[config.mk]
export PLATFORM = sky130hd
export DESIGN_NAME = periodic_task_tick_scheduler_unit_flat
export DESIGN_NICKNAME = d
export VERILOG_FILES = /design/src/hdl/ptts_pkg.sv /design/src/hdl/ptts_intf.sv /design/src/hdl/periodic_task_tick_scheduler_unit.sv /design/src/flat_wrapper.sv
export SDC_FILE = /design/constraint.sdc
export NUM_CORES = 1
export LEC_CHECK = 0
export ABC_CLOCK_PERIOD_IN_PS = 2500
export BUFFER_PORTS_ARGS = -buffer_cell sky130_fd_sc_hd__buf_2
export CAP_MARGIN = 20
export CORE_ASPECT_RATIO = 1.2
export CORE_MARGIN = 8
export CORE_UTILIZATION = 45
export DETAILED_ROUTE_END_ITERATION = 7
export GPL_TIMING_DRIVEN = 1
export MAX_ROUTING_LAYER = met4
export PLACE_DENSITY = 0.61
export SLEW_MARGIN = 20
export SYNTH_ARGS = -nofsm -noshare
export SYNTH_HDL_FRONTEND = slang
export SYNTH_SLANG_ARGS = --single-unit
[constraint.sdc]
create_clock -name clk_i -period 2.5 [get_ports clk_i]
set_clock_uncertainty 0.15 [all_clocks]
set_input_delay 0 -clock clk_i [delete_from_list [all_inputs] [get_ports clk_i]]
set_output_delay 0 -clock clk_i [all_outputs]
set_load 0.005 [all_outputs]
[src/hdl/ptts_pkg.sv]
// Types and constants shared by the periodic task tick scheduler.
// No dependencies.
package ptts_pkg;

  localparam int unsigned BANK_SIZE = 8;
  localparam int unsigned PERIOD_W  = 8;
  localparam int unsigned TASK_W    = 4;
  localparam int unsigned IDX_W     = 3;

  typedef enum logic [1:0] {
    OP_TICK  = 2'd0,
    OP_QUERY = 2'd1,
    OP_CLEAR = 2'd2
  } op_e;

  localparam logic [PERIOD_W-1:0] PERIOD_RESET [BANK_SIZE] = '{
    8'd2, 8'd5, 8'd10, 8'd20, 8'd30, 8'd50, 8'd208, 8'd208
  };

  typedef struct packed {
    logic                 run_flag;
    logic [BANK_SIZE-1:0] pending_mask;
  } rsp_t;

endpackage

[src/hdl/ptts_intf.sv]
// Valid/ready channel interfaces of the periodic task tick scheduler.
// Depends on ptts_pkg.
interface ptts_req_if import ptts_pkg::*; ();
  logic              valid;
  logic              ready;
  logic [1:0]        op;
  logic [TASK_W-1:0] task_req;

  modport source (output valid, op, task_req, input ready);
  modport sink (input valid, op, task_req, output ready);
endinterface

interface ptts_rsp_if import ptts_pkg::*; ();
  logic                 valid;
  logic                 ready;
  logic                 run_flag;
  logic [BANK_SIZE-1:0] pending_mask;

  modport source (output valid, run_flag, pending_mask, input ready);
  modport sink (input valid, run_flag, pending_mask, output ready);
endinterface

interface ptts_cfg_if import ptts_pkg::*; ();
  logic                valid;
  logic                ready;
  logic [IDX_W-1:0]    index;
  logic [PERIOD_W-1:0] data;

  modport source (output valid, index, data, input ready);
  modport sink (input valid, index, data, output ready);
endinterface

[src/hdl/periodic_task_tick_scheduler_unit.sv]
// Periodic task tick scheduler: bank of periodic down-counters with pending flags.
// Depends on ptts_pkg and the channel interfaces in ptts_intf.sv.
//
//   channel  dir  payload                      accepted when
//   req_i    in   op[1:0], task_req[3:0]       valid && ready
//   rsp_o    out  run_flag, pending_mask[7:0]  valid && ready
//   cfg_i    in   index[2:0], data[7:0]        valid && ready (ready tied high)
//
// One transaction per cycle while req_i is ready; its result is registered.
// All counters update in parallel on a tick, so the rate is set only by the output side.
// A two-entry output (result register plus skid register) lets req_i accept one more
// transaction during an output stall; ready drops only while the skid register is full.
// Reset loads the reset periods into counters and period registers, clears all flags.
module periodic_task_tick_scheduler_unit
  import ptts_pkg::*;
#(
  parameter int unsigned NUM_TASKS = 8
) (
  input  logic       clk_i,
  input  logic       rst_ni,
  ptts_req_if.sink   req_i,
  ptts_rsp_if.source rsp_o,
  ptts_cfg_if.sink   cfg_i
);

  logic [PERIOD_W-1:0]  period_q [NUM_TASKS];
  logic [PERIOD_W-1:0]  cnt_q    [NUM_TASKS];
  logic [PERIOD_W-1:0]  cnt_d    [NUM_TASKS];
  logic [PERIOD_W-1:0]  cnt_dec  [NUM_TASKS];
  logic [NUM_TASKS-1:0] flags_q, flags_d;
  logic [BANK_SIZE-1:0] flag_vec;

  rsp_t out_q, skid_q, rsp_new;
  logic out_vld_q, skid_vld_q;

  logic            accept, pop, cfg_wr, in_range;
  logic [IDX_W-1:0] sel;
  op_e             op;

  assign op       = op_e'(req_i.op);
  assign sel      = req_i.task_req[IDX_W-1:0];
  assign in_range = 32'(req_i.task_req) < NUM_TASKS;
  assign accept   = req_i.valid && req_i.ready;
  assign pop      = out_vld_q && rsp_o.ready;
  assign cfg_wr   = cfg_i.valid && cfg_i.ready;
  assign flag_vec = BANK_SIZE'(flags_q);

  assign req_i.ready = !skid_vld_q;
  assign cfg_i.ready = 1'b1;

  always_comb begin
    flags_d = flags_q;
    for (int i = 0; i < NUM_TASKS; i++) begin
      cnt_d[i]   = cnt_q[i];
      cnt_dec[i] = cnt_q[i] - PERIOD_W'(1);
    end
    rsp_new.run_flag = 1'b0;
    if (accept) begin
      case (op)
        OP_TICK: begin
          for (int i = 0; i < NUM_TASKS; i++) begin
            if (cnt_dec[i] == '0) begin
              cnt_d[i]   = period_q[i];
              flags_d[i] = 1'b1;
            end else begin
              cnt_d[i] = cnt_dec[i];
            end
          end
        end
        OP_QUERY: begin
          rsp_new.run_flag = in_range && flag_vec[sel];
        end
        OP_CLEAR: begin
          for (int i = 0; i < NUM_TASKS; i++) begin
            if (in_range && (32'(sel) == i)) begin
              flags_d[i] = 1'b0;
            end
          end
        end
        default: ;
      endcase
    end
    rsp_new.pending_mask = BANK_SIZE'(flags_d);
  end

  always_ff @(posedge clk_i or negedge rst_ni) begin
    if (!rst_ni) begin
      for (int i = 0; i < NUM_TASKS; i++) begin
        period_q[i] <= PERIOD_RESET[i];
        cnt_q[i]    <= PERIOD_RESET[i];
      end
      flags_q <= '0;
    end else begin
      for (int i = 0; i < NUM_TASKS; i++) begin
        if (cfg_wr && (32'(cfg_i.index) == i)) begin
          period_q[i] <= cfg_i.data;
        end
      end
      cnt_q   <= cnt_d;
      flags_q <= flags_d;
    end
  end

  always_ff @(posedge clk_i or negedge rst_ni) begin
    if (!rst_ni) begin
      out_vld_q  <= 1'b0;
      skid_vld_q <= 1'b0;
    end else begin
      if (!out_vld_q || pop) begin
        if (skid_vld_q) begin
          out_vld_q  <= 1'b1;
          skid_vld_q <= 1'b0;
        end else begin
          out_vld_q <= accept;
        end
      end else if (accept) begin
        skid_vld_q <= 1'b1;
      end
    end
  end

  always_ff @(posedge clk_i) begin
    if (!out_vld_q || pop) begin
      out_q <= skid_vld_q ? skid_q : rsp_new;
    end else if (accept) begin
      skid_q <= rsp_new;
    end
  end

  assign rsp_o.valid        = out_vld_q;
  assign rsp_o.run_flag     = out_q.run_flag;
  assign rsp_o.pending_mask = out_q.pending_mask;

`ifndef SYNTHESIS
  a_skid_needs_out : assert property (@(posedge clk_i) disable iff (!rst_ni)
    skid_vld_q |-> out_vld_q)
    else $error("skid register full while result register empty");

  a_mask_range : assert property (@(posedge clk_i) disable iff (!rst_ni)
    out_vld_q |-> ((out_q.pending_mask >> NUM_TASKS) == '0))
    else $error("pending mask has bits above the channel count");

  a_clear_drops : assert property (@(posedge clk_i) disable iff (!rst_ni)
    (accept && op == OP_CLEAR && in_range) |=> !flag_vec[$past(sel)])
    else $error("clear did not drop the pending flag");

  a_flags_sticky : assert property (@(posedge clk_i) disable iff (!rst_ni)
    (accept && op != OP_CLEAR) |=> ((flags_q & $past(flags_q)) == $past(flags_q)))
    else $error("pending flag dropped without a clear");

  a_flag_in_mask : assert property (@(posedge clk_i) disable iff (!rst_ni)
    (out_vld_q && out_q.run_flag) |-> (out_q.pending_mask != '0))
    else $error("run flag set with empty pending mask");
`endif

endmodule
[src/flat_wrapper.sv]
// flat-port wrapper written by rule: the top's interface ports become plain ports
module periodic_task_tick_scheduler_unit_flat import ptts_pkg::*;
#(
  parameter int unsigned NUM_TASKS = 8
)
  (clk_i, rst_ni, req_i_valid, req_i_op, req_i_task_req, req_i_ready, rsp_o_valid, rsp_o_run_flag, rsp_o_pending_mask, rsp_o_ready, cfg_i_valid, cfg_i_index, cfg_i_data, cfg_i_ready);
  ptts_req_if req_i_i ();
  ptts_rsp_if rsp_o_i ();
  ptts_cfg_if cfg_i_i ();
  input  logic clk_i;
  input  logic rst_ni;
  input wire logic [$bits(req_i_i.valid)-1:0] req_i_valid;
  input wire logic [$bits(req_i_i.op)-1:0] req_i_op;
  input wire logic [$bits(req_i_i.task_req)-1:0] req_i_task_req;
  output wire logic [$bits(req_i_i.ready)-1:0] req_i_ready;
  output wire logic [$bits(rsp_o_i.valid)-1:0] rsp_o_valid;
  output wire logic [$bits(rsp_o_i.run_flag)-1:0] rsp_o_run_flag;
  output wire logic [$bits(rsp_o_i.pending_mask)-1:0] rsp_o_pending_mask;
  input wire logic [$bits(rsp_o_i.ready)-1:0] rsp_o_ready;
  input wire logic [$bits(cfg_i_i.valid)-1:0] cfg_i_valid;
  input wire logic [$bits(cfg_i_i.index)-1:0] cfg_i_index;
  input wire logic [$bits(cfg_i_i.data)-1:0] cfg_i_data;
  output wire logic [$bits(cfg_i_i.ready)-1:0] cfg_i_ready;
  assign req_i_i.valid = req_i_valid;
  assign req_i_i.op = req_i_op;
  assign req_i_i.task_req = req_i_task_req;
  assign req_i_ready = req_i_i.ready;
  assign rsp_o_valid = rsp_o_i.valid;
  assign rsp_o_run_flag = rsp_o_i.run_flag;
  assign rsp_o_pending_mask = rsp_o_i.pending_mask;
  assign rsp_o_i.ready = rsp_o_ready;
  assign cfg_i_i.valid = cfg_i_valid;
  assign cfg_i_i.index = cfg_i_index;
  assign cfg_i_i.data = cfg_i_data;
  assign cfg_i_ready = cfg_i_i.ready;
  periodic_task_tick_scheduler_unit #(.NUM_TASKS(NUM_TASKS)) u_core (.clk_i(clk_i), .rst_ni(rst_ni), .req_i(req_i_i), .rsp_o(rsp_o_i), .cfg_i(cfg_i_i));
endmodule
=== Word-level counts from Yosys, hierarchy flattened ===
Index checks and enable logic that the tools add are counted.
Widths: inputs -> output; s select.

* Bits of input ports: 22
* Register bits: 156
* Output and inout bits: 12
* Word-level logic and storage cells: 120

* Multiplexer cells: 34
* Bitwise logic cells: 1
* Add/sub/neg operators: 8
* Reduce and logical (&&, ||, !) cells: 36
* Equal/unequal tests: 16
* Magnitude comparators: 2

{| class="wikitable"
|+ Operators with widths
! kind !! count
|-
| $mux 8 || 9
|-
| $logic_not 8->1 || 8
|-
| $sub 8x1->8 const B || 8
|-
| $eq 3x3->1 const B || 8
|-
| $mux 1 || 22
|-
| $logic_and 1x1->1 || 19
|-
| $pmux 8 s2 || 1
|-
| $eq 3x2->1 const B || 4
|-
| $mux 9 || 1
|-
| $eq 3x1->1 const B || 2
|-
| $logic_not 3->1 || 2
|-
| $lt 3x4->1 const B || 1
|-
| $lt 4x4->1 const B || 1
|-
| $reduce_and 2->1 || 2
|-
| $bmux 1 s3 || 1
|-
| $eq 2x1->1 const B || 1
|-
| $eq 2x2->1 const B || 1
|-
| $logic_not 1->1 || 2
|-
| $logic_not 2->1 || 1
|-
| $reduce_bool 2->1 || 1
|-
| $logic_or 1x1->1 || 1
|-
| $not 1->1 || 1
|}

=== Logic depth before layout (Yosys ltp) ===
Gate-level depths: netlist of the first run.

* Depth after elaboration: 6
* Mapped depth: 8
* Gate-level depth less buffers: 7

=== Worst setup path after synthesis of the first run ===
OpenSTA, ideal clock, no wires.

* Path type: register to register
* From: register u_core.skid_vld_q
* To: register u_core.out_q (netlist bit u_core.rsp_o.pending_mask[5]), data pin
* Cell stages (with the launch flop): 6
* Clock period less this slack: 2.423 ns
* Library setup time: 0.260 ns
* Required time: 2.090 ns
* Data arrival time: 2.013 ns
* Path slack: 0.077 ns
* Buffers on the path: 0
* Path through: dfrtp_1 -> nand2b_4 -> or4b_4 -> or4_1 -> a22o_1 -> mux2_2

* Cells in the longest elaborated chain, start to end: 4

{| class="wikitable"
|+ Ends and longest elaborated chain
! item !! RTL line !! RTL
|-
| start: declaration || periodic_task_tick_scheduler_unit.sv:34 || <nowiki>logic out_vld_q, skid_vld_q;</nowiki>
|-
| start signal: assignment || periodic_task_tick_scheduler_unit.sv:107 || <nowiki>skid_vld_q <= 1'b0;</nowiki>
|-
| start signal: assignment || periodic_task_tick_scheduler_unit.sv:112 || <nowiki>skid_vld_q <= 1'b0;</nowiki>
|-
| start signal: assignment || periodic_task_tick_scheduler_unit.sv:117 || <nowiki>skid_vld_q <= 1'b1;</nowiki>
|-
| $logic_not 1->1 || periodic_task_tick_scheduler_unit.sv:48 || <nowiki>assign req_i.ready = !skid_vld_q;</nowiki>
|-
| $logic_and 1x1->1 || periodic_task_tick_scheduler_unit.sv:43 || <nowiki>assign accept = req_i.valid && req_i.ready;</nowiki>
|-
| $mux 8 || periodic_task_tick_scheduler_unit.sv:58 || <nowiki>if (accept) begin</nowiki>
|-
| named net u_core.flags_d[5] || periodic_task_tick_scheduler_unit.sv:30 || <nowiki>logic [NUM_TASKS-1:0] flags_q, flags_d;</nowiki>
|-
| $mux 9 || periodic_task_tick_scheduler_unit.sv:124 || <nowiki>out_q <= skid_vld_q ? skid_q : rsp_new;</nowiki>
|-
| end signal: assignment || periodic_task_tick_scheduler_unit.sv:124 ||
|-
| end: declaration || periodic_task_tick_scheduler_unit.sv:33 || <nowiki>rsp_t out_q, skid_q, rsp_new;</nowiki>
|}

The timed path passes the listed nets, and every way through them passes these cells.
A chain may end at the register's enable or synchronous reset.

=== Worst setup path after layout of the first run ===
* From: register u_core.cnt_q[40] in the netlist's numbering
* To: register u_core.out_q (netlist bit u_core.rsp_o.pending_mask[2]), data pin

* Cells in the longest elaborated chain, start to end: 6

{| class="wikitable"
|+ Ends and longest elaborated chain
! item !! RTL line !! RTL
|-
| start: declaration || periodic_task_tick_scheduler_unit.sv:27 || <nowiki>logic [PERIOD_W-1:0] cnt_q [NUM_TASKS];</nowiki>
|-
| start signal: indexed assignment || periodic_task_tick_scheduler_unit.sv:90 || <nowiki>cnt_q[i] <= PERIOD_RESET[i];</nowiki>
|-
| start signal: assignment || periodic_task_tick_scheduler_unit.sv:99 || <nowiki>cnt_q <= cnt_d;</nowiki>
|-
| $sub 8x1->8 || periodic_task_tick_scheduler_unit.sv:55 || <nowiki>cnt_dec[i] = cnt_q[i] - PERIOD_W'(1);</nowiki>
|-
| $logic_not 8->1 || periodic_task_tick_scheduler_unit.sv:62 || <nowiki>if (cnt_dec[i] == '0) begin</nowiki>
|-
| $mux 1 || periodic_task_tick_scheduler_unit.sv:62 ||
|-
| $pmux 8 s2 || periodic_task_tick_scheduler_unit.sv:59 || <nowiki>case (op)</nowiki>
|-
| $mux 8 || periodic_task_tick_scheduler_unit.sv:58 ||
|-
| named net u_core.flags_d[2] || periodic_task_tick_scheduler_unit.sv:30 ||
|-
| $mux 9 || periodic_task_tick_scheduler_unit.sv:124 ||
|}

The timed path passes the listed nets, and every way through them passes these cells.

==> qor.csv, run 1 <==
metric;value;unit
result_of_the_run;completed;
chipWidth;136;um
standby_leakage_power;0.00382;uW
worstSetupStartpointType;flip-flop;
yosys-top-cells-count;98 x dfrtp_1, 68 x mux2_2, 58 x nor2_1;
share_of_the_cycle_needed_by_the_critical_path_after_routing;97.9;%
powerDensity;1010;nW/um^2
post_route_cells_drive_above_1_share;27.9;%
floorplan.die_area;21900;um^2
drc;0;
vias_per_cell;5.85;
final_slew_viol_count;0;
synth-async-reset-ratio;88.5;%
synth_seq_cells;156;
critPathRequiredTime;2.53;ns
slew-limit-headroom;36.1;%
worst_r2r_startpoint;u_core.cnt_q[40]$_DFFE_PN0P_;
dp_hpwl;12100;um
drt-wirelength-per-cell;17.6;um
root_driver;clkbuf_16;
fillCellCount;1492;
routed-via-count;6101;
synth_top_cell_by_area;dfrtp_1;
globalplace.congestion;0.826;
crit_path_max_incr_delay;0.45;ns
htree_levels;4;
reg2regPathDepth;7;
postSynthNetCount;770;
post_synth_main_area_contributors;dfrtp_1 31%, dfstp_2 13%, mux2_2 9.8%, edfxtp_1 6.9%, nor2_1 2.8%;
tritoncts.num_buffers;17;
setup_crit_end_kind;flip-flop;
globalRoute.totalOverflow;0;
max_clock_freq;409;MHz
drt_first_pass_iters;6;
grt_max_degree;73;
pwr_total;9410;uW
clkLatencyLatePin;0.43;ns
number_of_maximum_capacitance_violations;0;
drt-initial-drc-count;321;
start_util;45.2;%
timing.final.crit_period;2.45;ns
core.rowCount;53;
type_of_the_worst_setup_path;flip-flop to flip-flop;
n_antenna_cell;0;
seq_area;4040;um^2
critical_path_arrival;2.48;ns
grt_first_pass_wirelength;30700;um
clkSinkCount;156;
rsz_0062_raised_after_global_routing;yes;
ys_warn_count;0;
core_area;17300;um^2
number_of_port_buffers;32;
post_synth_inst_count;732;
first_global_vias;6104;
hold-worst-slack;0.0805;ns
synth-edff-count;18;
yosysUniqueCellTypes;69;
max_slew.worst_pin.slew;0.956;ns
num_io_pins;34;
syn_area_per_cell;10.7;um^2
sum_of_routed_wire_length_over_all_layers;18400;um
finalSetupViolations;0;
critPathSlowestCell;or4_4;
synthMostInstantiatedCell;dfrtp_1;
cts_tree;done;
synth_seq_area_share;51.7;%
critical_path_cell_list;inv_2, ha_2, or3b_4, or4_4, nand4_1, o21ai_2, mux2_4;
max-clock-path-buffers;2;
clk_pin_slew_worst_paths;0.06;ns
largest_fanout_on_the_critical_path;4;
finalHoldViolCount;0;
mappedNetlistArea;7820;um^2
timing.critical_path.max_delay_family;simple AND/OR/NAND/NOR gates;
final_net_count;848;
multi_input_area;3620;um^2
path_buf_inv;1;
vdd_ir_drop_max;0.000554;V
synth_largest_type_area_fraction;31.4;%
die_y;160;um
grt_usage;18.1;%
growth_of_design_area_from_synthesis_to_finish;19.5;%
drtAntennaViolNets;0;
hp-class;input port to async pin;
critical_path.reg2reg.endpoint;u_core.rsp_o.pending_mask[2]$_DFFE_PN_;
regToRegSetupSlack;0.05;ns
grt_antenna_before_repair;0;
timing.setup.tns;0;ns
ys_dominant_reg_cell;dfrtp_1;
[per-layer routing]
metal	wire length [um]	global-route usage, %
met4	429	8.10
met3	776	3.66
met2	9060	28.9
met1	8090	21.6
met5	0	-
[metrics by stage]
step	setup slack [ns]	area [um^2]	util, %	cells
6_report	0.0530	9340	54.0	1043
5_1_grt	-0.0524	9340	54.0	1043
4_1_cts	0.0195	9270	53.6	1042
3_5_place_dp	0.0383	8430	48.7	982
3_3_place_gp	0.113	8430	48.7	982
2_1_floorplan	0.0769	7820	-	732
[worst max-delay path by stage]
stage,startpoint,to,slack (ns),cells past startpoint
2_1_floorplan,u_core.skid_vld_q$_DFFE_PN0P_,u_core.rsp_o.pending_mask[5]$_DFFE_PN_,0.08,5
3_3_place_gp,u_core.skid_vld_q$_DFFE_PN0P_,u_core.rsp_o.pending_mask[5]$_DFFE_PN_,0.11,5
3_5_place_dp,u_core.cnt_q[57]$_DFFE_PN1P_,u_core.rsp_o.pending_mask[0]$_DFFE_PN_,0.04,8
4_1_cts,u_core.cnt_q[57]$_DFFE_PN1P_,u_core.rsp_o.pending_mask[0]$_DFFE_PN_,0.02,8
5_1_grt,u_core.cnt_q[57]$_DFFE_PN1P_,u_core.rsp_o.pending_mask[0]$_DFFE_PN_,-0.05,9
6_report,u_core.cnt_q[40]$_DFFE_PN0P_,u_core.rsp_o.pending_mask[2]$_DFFE_PN_,0.05,7
[cells by family after synthesis]
| logic type | share of synthesized area [%] |
|---|---|
| AO/OA/AOI/OAI | 14.5 |
| XOR/XNOR | 0.896 |
| adder cells (fa/ha/maj) | 2.56 |
| buffers and inverters | 3.09 |
| flip-flops | 51.7 |
| multiplexers | 10.2 |
| other | 0.0479 |
| AND/OR/NAND/NOR | 17.1 |
[what timing repair did]
| item | 4_1_cts | 5_1_grt |
|---|---|---|
| setup endpoints to repair | 0 | 28 |
| gates resized for setup | 0 | 15 |
| setup buffers | 0 | 1 |
| hold buffers | 28 | 0 |
| hold endpoints to repair | 207 | 0 |
[registers in the layout (all words and copies together) (netlist names)]
name / flops
u_core.rsp_o.valid: 1
u_core.cnt_q: 64
u_core.rsp_o.run_flag: 1
u_core.rsp_o.pending_mask: 8
u_core.skid_q: 9
u_core.period_q: 64
u_core.flag_vec: 8
u_core.skid_vld_q: 1
[layout make-up]
class | instances | share of cell area [%]
tap | 220 | 2.95
timing repair buffer | 94 | 8.02
clock inverter | 11 | 1.02
inverter | 27 | 1.08
sequential | 156 | 43.3
clock buffer | 21 | 4.94
multi-input combinational | 514 | 38.7
[cell usage in the layout (no fill, tap or decap), types with 5 or more instances in the layout]
cell and n:
inv_1 25, o311ai_1 5, and3_1 6, o211ai_1 8, clkbuf_16 18, dfrtp_1 98
or4_1 7, clkinv_2 5, xnor2_1 7, a211oi_1 23, o31ai_1 17, o21ai_0 28
or3_1 8, nor3_1 29, o41ai_1 5, nand4_1 13, a21oi_1 40, mux2_2 67
nor3b_1 15, dlygate4sd3_1 27, nor2_1 58, buf_4 31, buf_2 31, a21boi_1 5
o21ai_1 10, edfxtp_1 18, dfstp_2 40, nand3_1 43, ha_1 15, nand2_1 31
[power breakdown]
group | total, uW | leakage (uW) | switching, uW | internal, uW
sequential | 4030 | 0.00183 | 644 | 3380
combinational | 2950 | 0.00172 | 1520 | 1440
clock | 2430 | 0.000268 | 1010 | 1420
Power figures use the tool's default switching activity.
==> inputs of run 2 (changes only) <==
BUFFER_PORTS_ARGS = -buffer_cell sky130_fd_sc_hd__buf_4   (was -buffer_cell sky130_fd_sc_hd__buf_2)
==> qor.csv, run 2 (synthesized netlist as in run 1, its figures left out) <==
metric;value;unit;change
clkSinkCount;156;;unchanged
die_y;160;um;unchanged
timing.final.crit_period;2.45;ns;+0.00538 ns
type_of_the_worst_setup_path;flip-flop to flip-flop;;
dp_hpwl;12300;um;+2.2%
seq_power_share;41.9;%;-0.9 points
grt_antenna_before_repair;0;;unchanged
start_util;45.2;%;unchanged
max_slew.worst_pin.slew;0.718;ns;-0.238 ns
drt-wirelength-per-cell;17.6;um;about the same
tritoncts.num_buffers;17;;unchanged
largest_fanout_on_the_critical_path;4;;unchanged
htree_levels;4;;unchanged
switching_share_of_power;32.6;%;-1.0 points
powerDensity;1020;nW/um^2;+1.7%
power_frac_comb;30.9;%;-0.5 points
globalplace.congestion;0.841;;+1.8%
core_area;17300;um^2;unchanged
critPathRequiredTime;2.53;ns;about the same
drt-initial-drc-count;400;;+25%
root_driver;clkbuf_16;;
post_route_cells_drive_above_1_share;27.9;%;-0.054 points
globalRoute.totalOverflow;0;;unchanged
final_slew_viol_count;0;;unchanged
layout.cells.most_common_list;97 x dfrtp_1, 68 x mux2_2, 67 x buf_4;;
finalHoldViolCount;0;;unchanged
floorplan.die_area;21900;um^2;unchanged
critPathSlowestCell;or4_4;;
grt_max_degree;67;;-8.2%
critical_path_arrival;2.48;ns;about the same
slew-limit-headroom;51.9;%;+16 points
grt_first_pass_wirelength;30000;um;-2.1%
first_global_vias;6059;;-0.74%
p_int;6480;uW;+3.9%
number_of_maximum_capacitance_violations;0;;unchanged
mostFrequentLayoutCell;dfrtp_1;;
finalSetupViolations;0;;unchanged
fraction_of_power_consumed_by_the_clock_network;27.2;%;+1.4 points
drtAntennaViolNets;0;;unchanged
drt_first_pass_iters;5;;-1
n_antenna_cell;0;;unchanged
place.detailed.instances;981;;-0.10%
core.rowCount;53;;unchanged
max-clock-path-buffers;2;;unchanged
hold-worst-slack;0.0441;ns;-0.0364 ns
routed-via-count;6050;;-0.84%
drc;0;;unchanged
result_of_the_run;completed;;
setup_crit_end_kind;flip-flop;;
finalInstanceArea;9400;um^2;+0.60%
vdd_ir_drop_max;0.000532;V;-3.9%
clk_pin_slew_worst_paths;0.06;ns;about the same
timing.setup.tns;0;ns;unchanged
clkLatencyLatePin;0.43;ns;about the same
worstSetupStartpointType;flip-flop;;
num_io_pins;34;;unchanged
crit_path_max_incr_delay;0.45;ns;about the same
standby_leakage_power;0.00384;uW;+0.60%
max_clock_freq;408;MHz;-0.22%
share_of_the_cycle_needed_by_the_critical_path_after_routing;98.1;%;+0.22 points
cts_tree;done;;
critical_path_cell_list;inv_1, ha_1, or3b_4, or4_4, nand4_1, o21ai_1, mux2_2;;
largestRegisters;u_core.cnt_q (64), u_core.period_q (64), u_core.skid_q (9);;
final-instance-count-excl-fill;1041;;-0.19%
placed_area;8470;um^2;+0.53%
net-switching-power;3140;uW;-0.82%
final_net_count;846;;-0.24%
hp-class;input port to flip-flop;;
growth_of_design_area_from_synthesis_to_finish;20.2;%;
chipWidth;136;um;unchanged
number_of_port_buffers;32;;unchanged
grt_usage;17.9;%;-0.21 points
sum_of_routed_wire_length_over_all_layers;18300;um;-0.23%
vias_per_cell;5.81;;-0.65%
## run 2: cell types whose count changed in the layout (fill, tap and decap cells not counted), moves of 2 or more
cell	delta
dlygate4sd3_1	-4
bufinv_16	+2
buf_12	-3
clkinvlp_4	-2
buf_2	-31
buf_4	+36
clkbuf_8	+3
clkinv_4	-2
clkbuf_1	+2
clkinv_2	-2
## run 2: worst paths after layout
path | cells past startpoint | end | start | slack, ns
setup / recovery | 7 | u_core.rsp_o.pending_mask[2]$_DFFE_PN_ | u_core.cnt_q[40]$_DFFE_PN0P_ | 0.05
hold / removal | 4 | u_core.period_q[47]$_DFFE_PN0P_ | cfg_i_valid | 0.04
setup reg to reg | 7 | u_core.rsp_o.pending_mask[2]$_DFFE_PN_ | u_core.cnt_q[40]$_DFFE_PN0P_ | 0.05
hold reg to reg | 2 | u_core.cnt_q[15]$_DFFE_PN1P_ | u_core.period_q[15]$_DFFE_PN1P_ | 0.32
max in group asynchronous | 4 | u_core.period_q[33]$_DFFE_PN0P_ | rst_ni | 0.72
min in group asynchronous | 3 | u_core.cnt_q[10]$_DFFE_PN0P_ | rst_ni | 0.52
## run 2: final cells by class
| class | instances | area, um^2 |
|---|---|---|
| inverters | 27 | 101 |
| flip-flops and latches | 156 | 4050 |
| fillers | 1455 | 7910 |
| multi-input cells | 514 | 3610 |
| clock inverters | 7 | 113 |
| clock buffers | 25 | 485 |
| repair buffers | 92 | 764 |
| well taps | 220 | 275 |
## run 2: repair_timing
item                                   4_1_cts  5_1_grt
setup endpoints to repair                    2       17
endpoints found under the hold margin      215        0
gates resized for setup                      1       12
pin swaps                                    0        5
cloned                                       0        0
setup buffers                                0        5
hold buffers                                23        0
## run 2: power groups by stage
stage	combinational (uW)	clock, uW	sequential (uW)
after floorplan	2110	0	3830
after global placement	2710	0	4010
after detailed placement	2830	0	4050
after CTS	2880	2680	4010
after global routing	3350	2780	4140
final	2970	2620	4030
## run 2: stage by stage
stage / total power, uW / setup slack (ns) / util [%]
after floorplan: 5940 / 0.0769 / -
after global placement: 6720 / 0.113 / 48.9
after detailed placement: 6880 / -0.0258 / 48.9
after CTS: 9570 / 0.00752 / 53.8
after global routing: 10300 / -0.0108 / 54.3
final: 9620 / 0.0476 / 54.3
## run 2: layer usage
layer | GRT usage [%] | part of all wire (%) | up-vias
met5 | - | 0 | -
met4 | 8.75 | 2.6 | 0
met3 | 3.53 | 4.0 | 37
met2 | 28.8 | 50 | 151
met1 | 21.0 | 43 | 2982
li1 | - | - | 2880
## run 2: worst max-delay path: cells and delay by family, from the launching register on
family	cells	cell delay, ns
buffers and inverters	1	0.10
adders and majority gates	1	0.17
DFF	1	0.40
muxes	1	0.29
AOI/OAI and AO/OA	1	0.11
and+or+nand+nor	3	0.98
